<file path="config.mk">
export PLATFORM = sky130hd
export DESIGN_NAME = image_header_size_scanner
export DESIGN_NICKNAME = d
export VERILOG_FILES = /design/src/ihs_pkg.sv /design/src/ihs_parser.sv /design/src/image_header_size_scanner.sv
export SDC_FILE = /design/constraint.sdc
export NUM_CORES = 1
export LEC_CHECK = 0
export BUFFER_PORTS_ARGS = -buffer_cell sky130_fd_sc_hd__buf_2
export CAP_MARGIN = 20
export CORE_MARGIN = 2
export CORE_UTILIZATION = 50
export DETAILED_ROUTE_END_ITERATION = 10
export PLACE_DENSITY = 0.69
export SYNTH_ARGS = -nofsm -noshare
export SYNTH_HDL_FRONTEND = slang
export SYNTH_SLANG_ARGS = --single-unit
</file>
<file path="constraint.sdc">
create_clock -name clk -period 4.3 [get_ports clk]
set_clock_uncertainty 0.2 [all_clocks]
set_input_delay 0.86 -clock clk [delete_from_list [all_inputs] [get_ports clk]]
set_output_delay 0.86 -clock clk [all_outputs]
set_load 0.03 [all_outputs]
</file>
<file path="src/ihs_pkg.sv">
// ----------------------------------------------------------------------------
// Image header size scanner package
// Shared constants and types for the scanner top level and its parser.
// ----------------------------------------------------------------------------
package ihs_pkg;

  // image_format register codes
  localparam logic [1:0] FMT_NONE = 2'd0;
  localparam logic [1:0] FMT_PNG  = 2'd1;
  localparam logic [1:0] FMT_JPEG = 2'd2;

  localparam int unsigned DIM_W = 32;

  // JPEG byte codes
  localparam logic [7:0] JPG_MARK = 8'hff;
  localparam logic [7:0] JPG_SOI  = 8'hd8;
  localparam logic [7:0] JPG_SOF0 = 8'hc0;

  // PNG header offsets of the width and height fields
  localparam logic [4:0] PNG_WIDTH_POS  = 5'd16;
  localparam logic [4:0] PNG_HEIGHT_POS = 5'd20;
  localparam logic [4:0] PNG_END_POS    = 5'd24;

  typedef struct packed {
    logic [DIM_W-1:0] height;
    logic [DIM_W-1:0] width;
  } dims_t;

endpackage

</file>
<file path="src/ihs_parser.sv">
// ----------------------------------------------------------------------------
// Image header parser
// Holds the scan state and updates it by one file byte per step.
// ----------------------------------------------------------------------------
module ihs_parser (
  input  logic          clk,
  input  logic          rst,
  input  logic          step,
  input  logic [7:0]    data_byte,
  input  logic          end_of_file,
  input  logic [1:0]    image_format,
  output ihs_pkg::dims_t dims
);
  import ihs_pkg::*;

  typedef enum logic [3:0] {
    PH_START, PH_SOI2, PH_MARK_FF, PH_MARKER, PH_LEN_HI,
    PH_LEN_LO, PH_SKIP, PH_SKIP_SOF, PH_DONE
  } phase_t;

  phase_t      phase, phase_next;
  logic [4:0]  byte_position, byte_position_next;
  logic [15:0] skip_remaining, skip_remaining_next;
  logic [7:0]  current_marker, current_marker_next;
  logic [7:0]  length_high, length_high_next;
  logic [DIM_W-1:0] found_width, found_width_next;
  logic [DIM_W-1:0] found_height, found_height_next;

  logic [15:0] seg_len;
  logic [15:0] skip_dec;

  assign seg_len  = {length_high, data_byte};
  assign skip_dec = skip_remaining - 16'd1;

  always_comb begin
    phase_next          = phase;
    byte_position_next  = byte_position;
    skip_remaining_next = skip_remaining;
    current_marker_next = current_marker;
    length_high_next    = length_high;
    found_width_next    = found_width;
    found_height_next   = found_height;

    case (image_format)
      FMT_PNG: begin
        if (byte_position >= PNG_WIDTH_POS && byte_position < PNG_HEIGHT_POS) begin
          found_width_next = {found_width[DIM_W-9:0], data_byte};
        end else if (byte_position >= PNG_HEIGHT_POS && byte_position < PNG_END_POS) begin
          found_height_next = {found_height[DIM_W-9:0], data_byte};
        end
        if (byte_position < PNG_END_POS) begin
          byte_position_next = byte_position + 5'd1;
        end
      end
      FMT_JPEG: begin
        case (phase)
          PH_START:   phase_next = (data_byte == JPG_MARK) ? PH_SOI2 : PH_DONE;
          PH_SOI2:    phase_next = (data_byte == JPG_SOI) ? PH_MARK_FF : PH_DONE;
          PH_MARK_FF: phase_next = (data_byte == JPG_MARK) ? PH_MARKER : PH_DONE;
          PH_MARKER: begin
            current_marker_next = data_byte;
            phase_next          = PH_LEN_HI;
          end
          PH_LEN_HI: begin
            length_high_next = data_byte;
            phase_next       = PH_LEN_LO;
          end
          PH_LEN_LO: begin
            // length covers its own two bytes; shorter lengths skip nothing
            skip_remaining_next = (seg_len >= 16'd2) ? (seg_len - 16'd2) : 16'd0;
            byte_position_next  = '0;
            if (skip_remaining_next == 16'd0) begin
              phase_next = PH_MARK_FF;
            end else if (current_marker == JPG_SOF0 && skip_remaining_next >= 16'd5) begin
              phase_next = PH_SKIP_SOF;
            end else begin
              phase_next = PH_SKIP;
            end
          end
          PH_SKIP_SOF: begin
            case (byte_position)
              5'd1:    found_height_next = {16'd0, data_byte, 8'd0};
              5'd2:    found_height_next = found_height | {24'd0, data_byte};
              5'd3:    found_width_next  = {16'd0, data_byte, 8'd0};
              5'd4:    found_width_next  = found_width | {24'd0, data_byte};
              default: ;
            endcase
            if (byte_position < 5'd5) begin
              byte_position_next = byte_position + 5'd1;
            end
            skip_remaining_next = skip_dec;
            if (skip_dec == 16'd0) begin
              phase_next = PH_MARK_FF;
            end
          end
          PH_SKIP: begin
            skip_remaining_next = skip_dec;
            if (skip_dec == 16'd0) begin
              phase_next = PH_MARK_FF;
            end
          end
          default: phase_next = PH_DONE;
        endcase
      end
      default: ;
    endcase
  end

  assign dims.width  = found_width_next;
  assign dims.height = found_height_next;

  always_ff @(posedge clk) begin
    if (rst || (step && end_of_file)) begin
      phase          <= PH_START;
      byte_position  <= '0;
      skip_remaining <= '0;
      current_marker <= '0;
      length_high    <= '0;
      found_width    <= '0;
      found_height   <= '0;
    end else if (step) begin
      phase          <= phase_next;
      byte_position  <= byte_position_next;
      skip_remaining <= skip_remaining_next;
      current_marker <= current_marker_next;
      length_high    <= length_high_next;
      found_width    <= found_width_next;
      found_height   <= found_height_next;
    end
  end

endmodule

</file>
<file path="src/image_header_size_scanner.sv">
// ----------------------------------------------------------------------------
// Image header size scanner
// Streams the bytes of one image file and reports its pixel dimensions.
// ----------------------------------------------------------------------------
// Usage:
//   cfg channel : write image_format (0 none, 1 PNG, 2 JPEG) while idle;
//                 cfg_ready is always high.
//   s_ channel  : one file byte per transaction, s_tlast on the final byte.
//   m_ channel  : one transaction per file, sent for the byte marked last,
//                 carrying width and height (zero where nothing was found).
// Path: a byte is taken into the input register, then parsed; for the last
//   byte the result is loaded into the result register and shown on m_tvalid.
// Throughput: one byte per cycle while no last byte waits on the result register;
//   input register and parser state update in the same cycle, which sets that rate.
// Stall: while a result waits on m_tready, non-last bytes keep flowing; a
//   last byte holds in the input register until the result register frees.
// Reset: clears the input and result valids, the parser state, and sets
//   image_format to none.
// ----------------------------------------------------------------------------
module image_header_size_scanner (
  input  logic        clk,
  input  logic        rst,
  input  logic        cfg_valid,
  output logic        cfg_ready,
  input  logic [1:0]  cfg_data,    // image_format
  input  logic        s_tvalid,
  output logic        s_tready,
  input  logic [7:0]  s_tdata,     // [7:0] data_byte
  input  logic        s_tlast,     // end_of_file
  output logic        m_tvalid,
  input  logic        m_tready,
  output logic [63:0] m_tdata      // [31:0] pixel_width, [63:32] pixel_height
);
  import ihs_pkg::*;

  logic [1:0] image_format;

  // input register
  logic       in_valid;
  logic [7:0] in_byte;
  logic       in_last;

  logic       out_free;
  logic       advance;
  dims_t      dims;

  // result register
  logic [DIM_W-1:0] res_width;
  logic [DIM_W-1:0] res_height;

  assign cfg_ready = 1'b1;

  // a last byte only moves on when the result register can take its result
  assign out_free = !m_tvalid || m_tready;
  assign advance  = in_valid && (!in_last || out_free);
  assign s_tready = !in_valid || advance;

  always_ff @(posedge clk) begin
    if (rst) begin
      image_format <= FMT_NONE;
    end else if (cfg_valid && cfg_ready) begin
      image_format <= cfg_data;
    end
  end

  always_ff @(posedge clk) begin
    if (rst) begin
      in_valid <= 1'b0;
    end else if (s_tready) begin
      in_valid <= s_tvalid;
    end
    if (s_tready && s_tvalid) begin
      in_byte <= s_tdata;
      in_last <= s_tlast;
    end
  end

  ihs_parser u_parser (
    .clk          (clk),
    .rst          (rst),
    .step         (advance),
    .data_byte    (in_byte),
    .end_of_file  (in_last),
    .image_format (image_format),
    .dims         (dims)
  );

  always_ff @(posedge clk) begin
    if (rst) begin
      m_tvalid <= 1'b0;
    end else if (advance && in_last) begin
      m_tvalid <= 1'b1;
    end else if (m_tready) begin
      m_tvalid <= 1'b0;
    end
    if (advance && in_last) begin
      res_width  <= dims.width;
      res_height <= dims.height;
    end
  end

  assign m_tdata = {res_height, res_width};

  // a parsed last byte always leaves a result behind
  a_last_gives_result: assert property (@(posedge clk) disable iff (rst)
    advance && in_last |=> m_tvalid)
    else $error("last byte parsed without a result");

  // a result only appears after a last byte was parsed
  a_result_from_last: assert property (@(posedge clk) disable iff (rst)
    m_tvalid && !$past(m_tvalid) |-> $past(advance && in_last))
    else $error("result appeared without a last byte");

  // a held byte is never dropped from the input register
  a_input_held: assert property (@(posedge clk) disable iff (rst)
    in_valid && !advance |=> in_valid && $stable(in_byte) && $stable(in_last))
    else $error("held input byte lost");

  // a stalled result is not overwritten by the next last byte
  a_no_overwrite: assert property (@(posedge clk) disable iff (rst)
    m_tvalid && !m_tready |-> !(advance && in_last))
    else $error("pending result overwritten");

endmodule
</file>
== Word level (Yosys, flattened, before mapping) ==
Cells that the tools add are included.
Word-level totals
  logic and storage cells: 95
  register bits: 182
Cells by class
  eq/ne operators: 20
  $lt $le $gt $ge: 7
  reductions and logical operators: 25
  bitwise gates (word level): 2
  $add $sub $neg: 3
  muxes and demuxes: 24
Operators with widths (number)
  $pmux 32 s2: 4
  $mux 32: 5
  $or 32x8->32: 2
  $logic_not 16->1: 2
  $pmux 16 s2: 1
  $pmux 4 s7: 1
  $eq 8x8->1 const B: 3
  $mux 4: 5
  $pmux 5 s2: 2
  $eq 4x3->1 const B: 4
  $ge 16x2->1 const B: 1
  $ge 16x3->1 const B: 1
  $mux 16: 1
  $sub 16x1->16 const B: 1
  $sub 16x2->16 const B: 1
  $reduce_and 3->1: 4
  $eq 5x2->1 const B: 2
  $ge 5x5->1 const B: 2
  $lt 5x5->1 const B: 2
  $mux 5: 2
  $eq 4x2->1 const B: 2
  $logic_and 1x1->1: 6
  $reduce_bool 2->1: 3
  $add 5x1->5 const B: 1
  other kinds (15): 23

== Logic depth before layout (Yosys ltp) ==
Gate-level depths: netlist (run 1).
  depth in word-level cells: 7
  depth in mapped cells: 11

== Hierarchy ==
A second synthesis (run 1) with hierarchy kept.
Second synthesis, totals
  cell total of the unflattened synthesis: 984
  area, all modules: 9053.7 um^2
Modules (own cells, without submodules)
  ihs_parser: area an instance 6678.9 um^2, instances 1, cells an instance 891, seq. area each 2102.0 um^2
  image_header_size_scanner: area an instance 2374.8 um^2, instances 1, cells an instance 93, seq. area each 2272.2 um^2

== Worst setup path before layout (run 1) ==
OpenSTA, ideal clock, no wires.
  path kind: input to register
  start point: input m_tready
  end point: register u_parser.found_height[20]
  data arrival time: 3.521 ns
  buffers on the path: 2
  stages: 6
  path slack: 0.447 ns
  required time: 3.968 ns
  setup time: 0.132 ns
  path through: nand2b_1 and3_1 or2_2 clkbuf_1 clkbuf_1 nor3_1
On the way
  word-level cells in the longest chain between the ends: 5
Ends and longest elaborated chain
  start, declared: line image_header_size_scanner.sv:31  | input logic m_tready,
  $logic_or 1x1->1 *: line image_header_size_scanner.sv:54  | assign out_free = !m_tvalid || m_tready;
  $logic_or 1x1->1 *: line image_header_size_scanner.sv:55  | assign advance = in_valid && (!in_last || out_free);
  $logic_and 1x1->1 *: line image_header_size_scanner.sv:55
  $logic_and 1x1->1: line ihs_parser.sv:113  | if (rst || (step && end_of_file)) begin
  $logic_or 1x1->1: line ihs_parser.sv:113
  end signal, assigned: line ihs_parser.sv:128  | found_height <= found_height_next;
  end, declared: line ihs_parser.sv:27  | logic [DIM_W-1:0] found_height, found_height_next;
Mark *: on every way between the ends. The rest lies on a longest branch, timed or not.
A chain may end at the register's enable or synchronous reset.

==> results.yml, run 1 <==
critical_path:
  rrSetupSlack_ps: 1120
  critPathMaxStageDelay_ps: 590
  path_class: "reg -> reg"
  crit_path_top_delay_cell: "dfxtp_1"
  worstPathRequired_ps: 4280
  crit_buf_inv: 2
  crit_fanout: 16
  path_cells: "nand4b_2, o41ai_1, nand2_1, buf_4, a222oi_1, inv_1"
  path_delay_family: "compound AO/OA/AOI/OAI gates"
  endpoint_kind: "register"
  arrival_ps: 3160
  start_kind: "register"
global_route:
  grt_first_pass_wirelength_um: 31900
  grt_pass1_vias: 6250
  antenna_found_initial: 0
  track_usage: 0.221
  grt_overflow: 0
  grt_max_degree: 65
floorplan:
  num_io_pins: 83
  start_util: 0.513
  die-area_um2: 18100
  core-area_um2: 16600
  die_x_um: 134
  rows: 47
  die_h_um: 134
final_layout:
  syn2layout_area_growth_pct: 13.4
  final_cell_mix: "nor2_1 (156), dfxtp_1 (109), buf_2 (81), edfxtp_1 (73), a21oi_1 (62)"
  diodes: 0
  drive_above_1_share: 0.169
  fin_util: 0.582
  final_common_cell: "nor2_1"
  fin_cells: 1189
  nets: 981
synthesis:
  synth_edf_count: 73
  ys_warn_count: 0
  syn-num-nets: 934
  ys_seq_area_frac: 0.514
  syn_inst: 909
  synth_area_um2: 8510
  synth_seq_cells: 182
  synth-simple-area-share: 0.208
  avgSynthCellArea_um2: 9.36
  synth_cell_type_count: 71
  synthAdderAreaFrac: 0.0132
  synth_mux_area_frac: 0.0235
  synthXorXnorAreaFrac: 0.0196
  ys.flop_type: "dfxtp_1"
  synth_compound_area_frac: 0.174
  async_reset_ff_frac: 0
  synth_top_family_by_area: "simple AND/OR/NAND/NOR gates"
clocking:
  htreeDepth: 4
  clockRootBuffer: "clkbuf_16"
  cts_tree: "done"
  hold_buffers: 0
  path_clk_slew_ps: 70
  cts.sinks: 182
  cts_buffer_depth: 2
  post-cts-setup-buffers: 0
  cts_buffers: 17
  clk_latency_ps: 440
  post_cts_resized: 0
job:
  cap_violations: 0
route:
  vias: 6917
  drtAntennaViolNets: 0
  detail_route.wl_per_cell_um: 16.4
  via_per_inst: 5.82
  initialDrtViolationCount: 628
  drcViolationCount: 0
  drtPass1Iterations: 5
  drt_wl_total_um: 19600
power_and_ir_drop:
  internal_power_mw: 2.86
  pwr-share-comb: 0.074
  clockPowerShare: 0.430
  power_switching_mw: 0.910
  p_sw_frac: 0.242
  p_per_area_nw_per_um2: 390
  seq_power_share: 0.496
  ir_drop_mv: 0.290
  p_leak_nw: 3.62
sta:
  rsz0062_at_grt: "false"
  slew_violations: 0
  whs_ps: 275
  period_minus_slack_ps: 3180
  hold_violations: 0
  finalCritPeriodShare: 0.741
  tightest_slew_ps: 1090
  fmax_mhz: 314
  layout_setup_ws_ps: 1120
  setup_viol: 0
  slew_headroom: 0.273
  finalSetupTns_ps: 0
worst_hold_path:
  worst_hold_path_type: "reg -> reg"
placement:
  portBuffers: 81
  gp_congestion: 0.912
  place_hpwl_um: 12700
  dpl_worst_slack_ps: 1210
  dp.cells: 1157
run_status:
  status: "finished, final reports clean"
[stage by stage]
| stage | cell area, um^2 | total power, mW |
|---|---|---|
| floorplan | 8510 | 2.10 |
| global placement | 9040 | 2.18 |
| detailed placement | 9040 | 2.18 |
| CTS | 9650 | 3.79 |
| global route | 9650 | 3.90 |
| finish | 9650 | 3.77 |
[cells by family (layout without fill, tap and decap cells)]
logic type,after synthesis,count (layout)
compound gates,211,211
flops,182,182
other cells,1,1
buf+inv,102,162
fa+ha+maj,9,9
simple gates,365,365
xor+xnor,19,19
mux,20,20
[worst min-delay path, delay by kind of cell (launching register included)]
family | cells | cell delay, ps
AOI/OAI and AO/OA | 1 | 50
and+or+nand+nor | 1 | 50
DFF | 1 | 320
[area by class of cell]
cell class	count	area [um^2]
fillers	1466	6930
flip-flops and latches	182	4370
multi-input cells	625	3750
repair buffers	96	518
clock buffers	20	447
well taps	220	275
clock inverters	12	165
inverters	34	128
[state kept, by name, indices dropped and copies added, names as in the netlist]
signal,count
u_parser.phase,4
res_height,32
u_parser.skip_remaining,16
u_parser.found_width,32
in_last,1
in_valid,1
u_parser.found_height,32
res_width,32
u_parser.current_marker,8
u_parser.byte_position,5
u_parser.length_high,8
image_format,2
m_tvalid,1
in_byte,8
[cells in the mapped netlist (10+ instances only)]
library cell,number,area [um^2]
nor2_1,157,589
dfxtp_1,109,2180
edfxtp_1,73,2190
a21oi_1,62,310
nand2_1,60,225
clkbuf_1,54,203
nor3_1,52,260
inv_1,34,128
o21ai_0,31,155
a22o_1,22,193
mux2i_1,20,200
and3_1,19,119
a22oi_1,16,120
a31o_2,16,140
a211oi_1,14,105
a222oi_1,11,110
nor4_1,11,68.8
nor2b_1,10,62.6
xor2_1,10,87.6
[metal layers]
layer,part of all wire,routed length [um],track usage
met2,0.47,9280,0.345
met3,0.049,964,0.0443
met4,0.019,362,0.0825
met1,0.46,8960,0.304
met5,0,0,0
[path summary, 6_finish.rpt]
path                       startpoint                  endpoint  depth (start not counted)
max reg2reg         u_parser.phase[0]            res_height[13]                          6
min reg2reg  u_parser.found_height[6]  u_parser.found_height[6]                          2
min          u_parser.found_height[6]  u_parser.found_height[6]                          2
max                 u_parser.phase[0]            res_height[13]                          6
[power by group through the flow]
| stage | combinational, mW | sequential, mW | clock (mW) |
|---|---|---|---|
| 2_1_floorplan | 0.179 | 1.93 | 0 |
| 3_3_place_gp | 0.275 | 1.91 | 0 |
| 3_5_place_dp | 0.276 | 1.91 | 0 |
| 4_1_cts | 0.278 | 1.87 | 1.64 |
| 5_1_grt | 0.306 | 1.87 | 1.72 |
| 6_report | 0.278 | 1.87 | 1.62 |
Note: power is estimated with default switching activity, not from simulation.
==> run 2: changes to the inputs <==
clock period = 3.2 ns   (was 4.3 ns; I/O delays follow)
==> results.yml, run 2 (synthesized netlist as in run 1, its figures left out) <==
floorplan:
  start_util: 0.513
  num_io_pins: 83
  die_x_um: 134
  die_h_um: 134
  core-area_um2: 16600
  die-area_um2: 18100
  rows: 47
run_status:
  status: "finished, final reports clean"
sta:
  setup_viol: 0
  finalCritPeriodShare: 0.876
  hold_violations: 0
  tightest_slew_ps: 841
  finalSetupTns_ps: 0
  slew_violations: 0
  slew_headroom: 0.439
  rsz0062_at_grt: "false"
  fmax_mhz: 357
  period_minus_slack_ps: 2800
critical_path:
  endpoint_kind: "register"
  path_delay_family: "compound AO/OA/AOI/OAI gates"
  path_class: "reg -> reg"
  crit_path_top_delay_cell: "dfxtp_1"
  regToRegEndpoint: "res_width[14]"
  crit_fanout: 16
  arrival_ps: 2780
  path_cells: "nand4b_2, nor3_2, nand2_1, a221o_1, buf_4, a222oi_1, inv_1"
  critPathMaxStageDelay_ps: 570
  worstPathRequired_ps: 3180
  r2r-start: "u_parser.phase[0]"
  rrSetupSlack_ps: 400
  start_kind: "register"
  crit_buf_inv: 2
  r2r_cells: 7
route:
  detail_route.wl_per_cell_um: 16.6
  initialDrtViolationCount: 775
  vias: 6995
  drtPass1Iterations: 6
  drcViolationCount: 0
  drt_wl_total_um: 20000
  drtAntennaViolNets: 0
  via_per_inst: 5.80
power_and_ir_drop:
  ir_drop_mv: 0.358
  p_sw_frac: 0.244
  power_switching_mw: 1.27
  p_leak_nw: 3.72
  internal_power_mw: 3.93
  pwr-share-comb: 0.078
  p_per_area_nw_per_um2: 529
  total_power_mw: 5.19
  clockPowerShare: 0.440
  seq_power_share: 0.482
job:
  cap_violations: 0
placement:
  gp_congestion: 0.877
  dp.cells: 1173
  place_hpwl_um: 13400
  portBuffers: 81
final_layout:
  fin_cells: 1205
  final_common_cell: "nor2_1"
  syn2layout_area_growth_pct: 15.4
  diodes: 0
  final_cell_mix: "nor2_1 (156), dfxtp_1 (109), buf_2 (81), edfxtp_1 (73), a21oi_1 (62)"
  nets: 997
  drive_above_1_share: 0.185
  num-fill-cells: 1453
worst_hold_path:
  worstHoldPathCells: 1
  worst_hold_path_type: "in -> reg"
  min_to: "in_byte[7]"
  hp-start: "s_tdata[7]"
clocking:
  path_clk_slew_ps: 70
  hold_buffers: 0
  cts_buffer_depth: 2
  post_cts_resized: 0
  cts_tree: "done"
  htreeDepth: 4
  clockRootBuffer: "clkbuf_16"
  clk_latency_ps: 430
  cts_buffers: 17
  post-cts-setup-buffers: 0
  cts.sinks: 182
global_route:
  grt_max_degree: 65
  antenna_found_initial: 0
  track_usage: 0.225
  grt_first_pass_wirelength_um: 32600
  grt_pass1_vias: 6458
  grt_overflow: 0
-- run 2: metrics by stage --
stage	setup slack, ps	cell area, um^2	util	hold slack [ps]
after floorplan	313	8510	-	248
after global placement	379	9180	0.553	260
after detailed placement	339	9180	0.553	264
after CTS	322	9820	0.592	164
after global routing	2.36	9820	0.592	169
final	397	9820	0.592	182
-- run 2: power by group through the flow --
stage | registers [mW] | logic [mW] | clock network, mW
floorplan | 2.59 | 0.240 | 0
global placement | 2.56 | 0.397 | 0
detailed placement | 2.56 | 0.401 | 0
CTS | 2.51 | 0.402 | 2.31
global route | 2.51 | 0.442 | 2.40
finish | 2.51 | 0.403 | 2.29
-- run 2: how the worst max path moves through the flow --
stage                      startpoint                        end  slack [ps]  cells after the start
detailed placement  u_parser.phase[0]             res_height[13]         340                      5
floorplan                    m_tready  u_parser.found_height[20]         310                      6
global route               in_byte[5]          u_parser.phase[0]           2                      7
finish              u_parser.phase[0]              res_width[14]         400                      7
global placement           in_byte[5]          u_parser.phase[0]         380                      7
CTS                 u_parser.phase[0]             res_height[13]         320                      5
-- run 2: area by class of cell --
type,count,area (um^2),area share
sequential,182,4370,0.445
multi-input combinational,625,3750,0.382
timing repair buffer,112,651,0.0663
clock buffer,18,429,0.0437
tap,220,275,0.0280
clock inverter,14,214,0.0218
inverter,34,128,0.0130
-- run 2: layer usage --
| metal | track usage | share of wire | up-vias |
|---|---|---|---|
| li1 | - | - | 3426 |
| met1 | 0.300 | 0.45 | 3321 |
| met2 | 0.372 | 0.48 | 218 |
| met3 | 0.0405 | 0.051 | 30 |
| met4 | 0.0766 | 0.020 | 0 |
| met5 | 0 | 0 | - |
-- run 2: worst register-to-register path: cells and delay by family, from the launching register on --
family,cells,cell delay [ps]
buf+inv,2,350
flops,1,570
simple gates,3,570
compound gates,2,850
==> run 3: changes to the inputs <==
CORE_MARGIN = 10   (was 2)
==> results.yml, run 3 (synthesized netlist as in run 1, its figures left out) <==
sta:
  fmax_mhz: 361
  setup_viol: 0
  slew_headroom: 0.441
  hold_violations: 0
  period_minus_slack_ps: 2770
  slew_violations: 0
  finalCritPeriodShare: 0.865
  finalSetupTns_ps: 0
  tightest_slew_ps: 839
  rsz0062_at_grt: "false"
global_route:
  grt_use_met3: 0.0390
  grt.busiest_layer: "met2"
  grt_max_degree: 65
  grt_first_pass_wirelength_um: 33400
  track_usage: 0.182
  antenna_found_initial: 0
  grt_pass1_vias: 6514
  grt_overflow: 0
  grtUsageMet2: 0.285
  met1_usage: 0.240
final_layout:
  seqCellArea_um2: 4370
  nets: 995
  num-fill-cells: 1452
  final_cell_mix: "nor2_1 (156), dfxtp_1 (109), buf_2 (81), edfxtp_1 (73), a21oi_1 (62)"
  drive_above_1_share: 0.183
  final_common_cell: "nor2_1"
  diodes: 0
  fin_util: 0.586
  fin_cells: 1203
  multi_input_area_um2: 3750
  syn2layout_area_growth_pct: 14.6
power_and_ir_drop:
  p_leak_nw: 3.69
  pwr-share-comb: 0.081
  power_switching_mw: 1.31
  internal_power_mw: 3.63
  ir_drop_mv: 0.384
  p_per_area_nw_per_um2: 507
  clockPowerShare: 0.412
  p_sw_frac: 0.266
  seq_power_share: 0.506
placement:
  portBuffers: 81
  gp_congestion: 0.912
  place_hpwl_um: 14200
  dp.cells: 1171
floorplan:
  core-area_um2: 16600
  die_x_um: 150
  die_h_um: 150
  die-area_um2: 22600
  start_util: 0.511
  num_io_pins: 83
  rows: 47
critical_path:
  crit_path_top_delay_cell: "dfxtp_1"
  arrival_ps: 2750
  path_class: "reg -> reg"
  path_delay_family: "compound AO/OA/AOI/OAI gates"
  critPathMaxStageDelay_ps: 600
  crit_buf_inv: 2
  path_cells: "nand4b_2, nor3_2, nand2_1, a221o_1, buf_4, a222oi_1, inv_1"
  start_kind: "register"
  worstPathRequired_ps: 3180
  crit_fanout: 19
  endpoint_kind: "register"
clocking:
  path_clk_slew_ps: 70
  clockRootBuffer: "clkbuf_16"
  cts.sinks: 182
  cts_buffer_depth: 2
  post-cts-setup-buffers: 0
  hold_buffers: 0
  post_cts_resized: 0
  htreeDepth: 4
  cts_buffers: 17
  clk_latency_ps: 430
  cts_tree: "done"
route:
  drtAntennaViolNets: 0
  drtPass1Iterations: 6
  drt_wl_total_um: 20500
  via_per_inst: 5.78
  drcViolationCount: 0
  vias: 6959
  initialDrtViolationCount: 737
  detail_route.wl_per_cell_um: 17.1
run_status:
  status: "finished, final reports clean"
job:
  cap_violations: 0
worst_hold_path:
  worst_hold_path_type: "in -> reg"
==> run 3: changes by cell type in the layout (fill, tap and decap cells not counted), sizes merged <==
| cell | delta |
|---|---|
| clkinv | +3 |
| bufinv | -4 |
| inv | +2 |
| clkbuf | -1 |
| buf | -2 |
==> run 3: area by class of cell <==
type / instances / share of cell area
clock inverter: 15 / 0.0162
clock buffer: 17 / 0.0436
inverter: 34 / 0.0131
tap: 220 / 0.0282
multi-input combinational: 625 / 0.384
sequential: 182 / 0.448
timing repair buffer: 110 / 0.0664
==> run 3: power groups by stage <==
| stage | Sequential [mW] | Combinational [mW] | Clock, mW |
|---|---|---|---|
| floorplan | 2.59 | 0.240 | 0 |
| global placement | 2.55 | 0.399 | 0 |
| detailed placement | 2.55 | 0.403 | 0 |
| CTS | 2.50 | 0.404 | 2.07 |
| global route | 2.51 | 0.442 | 2.16 |
| finish | 2.50 | 0.403 | 2.04 |
==> run 3: worst paths after layout <==
path | endpoint | cells after the start | slack, ps | startpoint
worst max register to register | res_width[11] | 7 | 430 | u_parser.phase[0]
worst max-delay path | res_width[11] | 7 | 430 | u_parser.phase[0]
worst min-delay path | in_byte[0] | 1 | 180 | s_tdata[0]
worst min register to register | u_parser.found_height[6] | 2 | 270 | u_parser.found_height[6]
==> run 3: stage by stage <==
| stage | cell area, um^2 | setup WS (ps) | total power [mW] | hold WS (ps) |
|---|---|---|---|---|
| 2_1_floorplan | 8510 | 313 | 2.83 | 248 |
| 3_3_place_gp | 9170 | 557 | 2.95 | 257 |
| 3_5_place_dp | 9170 | 509 | 2.96 | 259 |
| 4_1_cts | 9760 | 464 | 4.97 | 159 |
| 5_1_grt | 9760 | 168 | 5.11 | 165 |
| 6_report | 9760 | 432 | 4.94 | 178 |
==> run 3: per-layer routing <==
metal / vias to the layer above / share of wire
li1: 3411 / -
met1: 3297 / 0.44
met2: 228 / 0.47
met3: 23 / 0.064
met4: 0 / 0.019
met5: - / 0
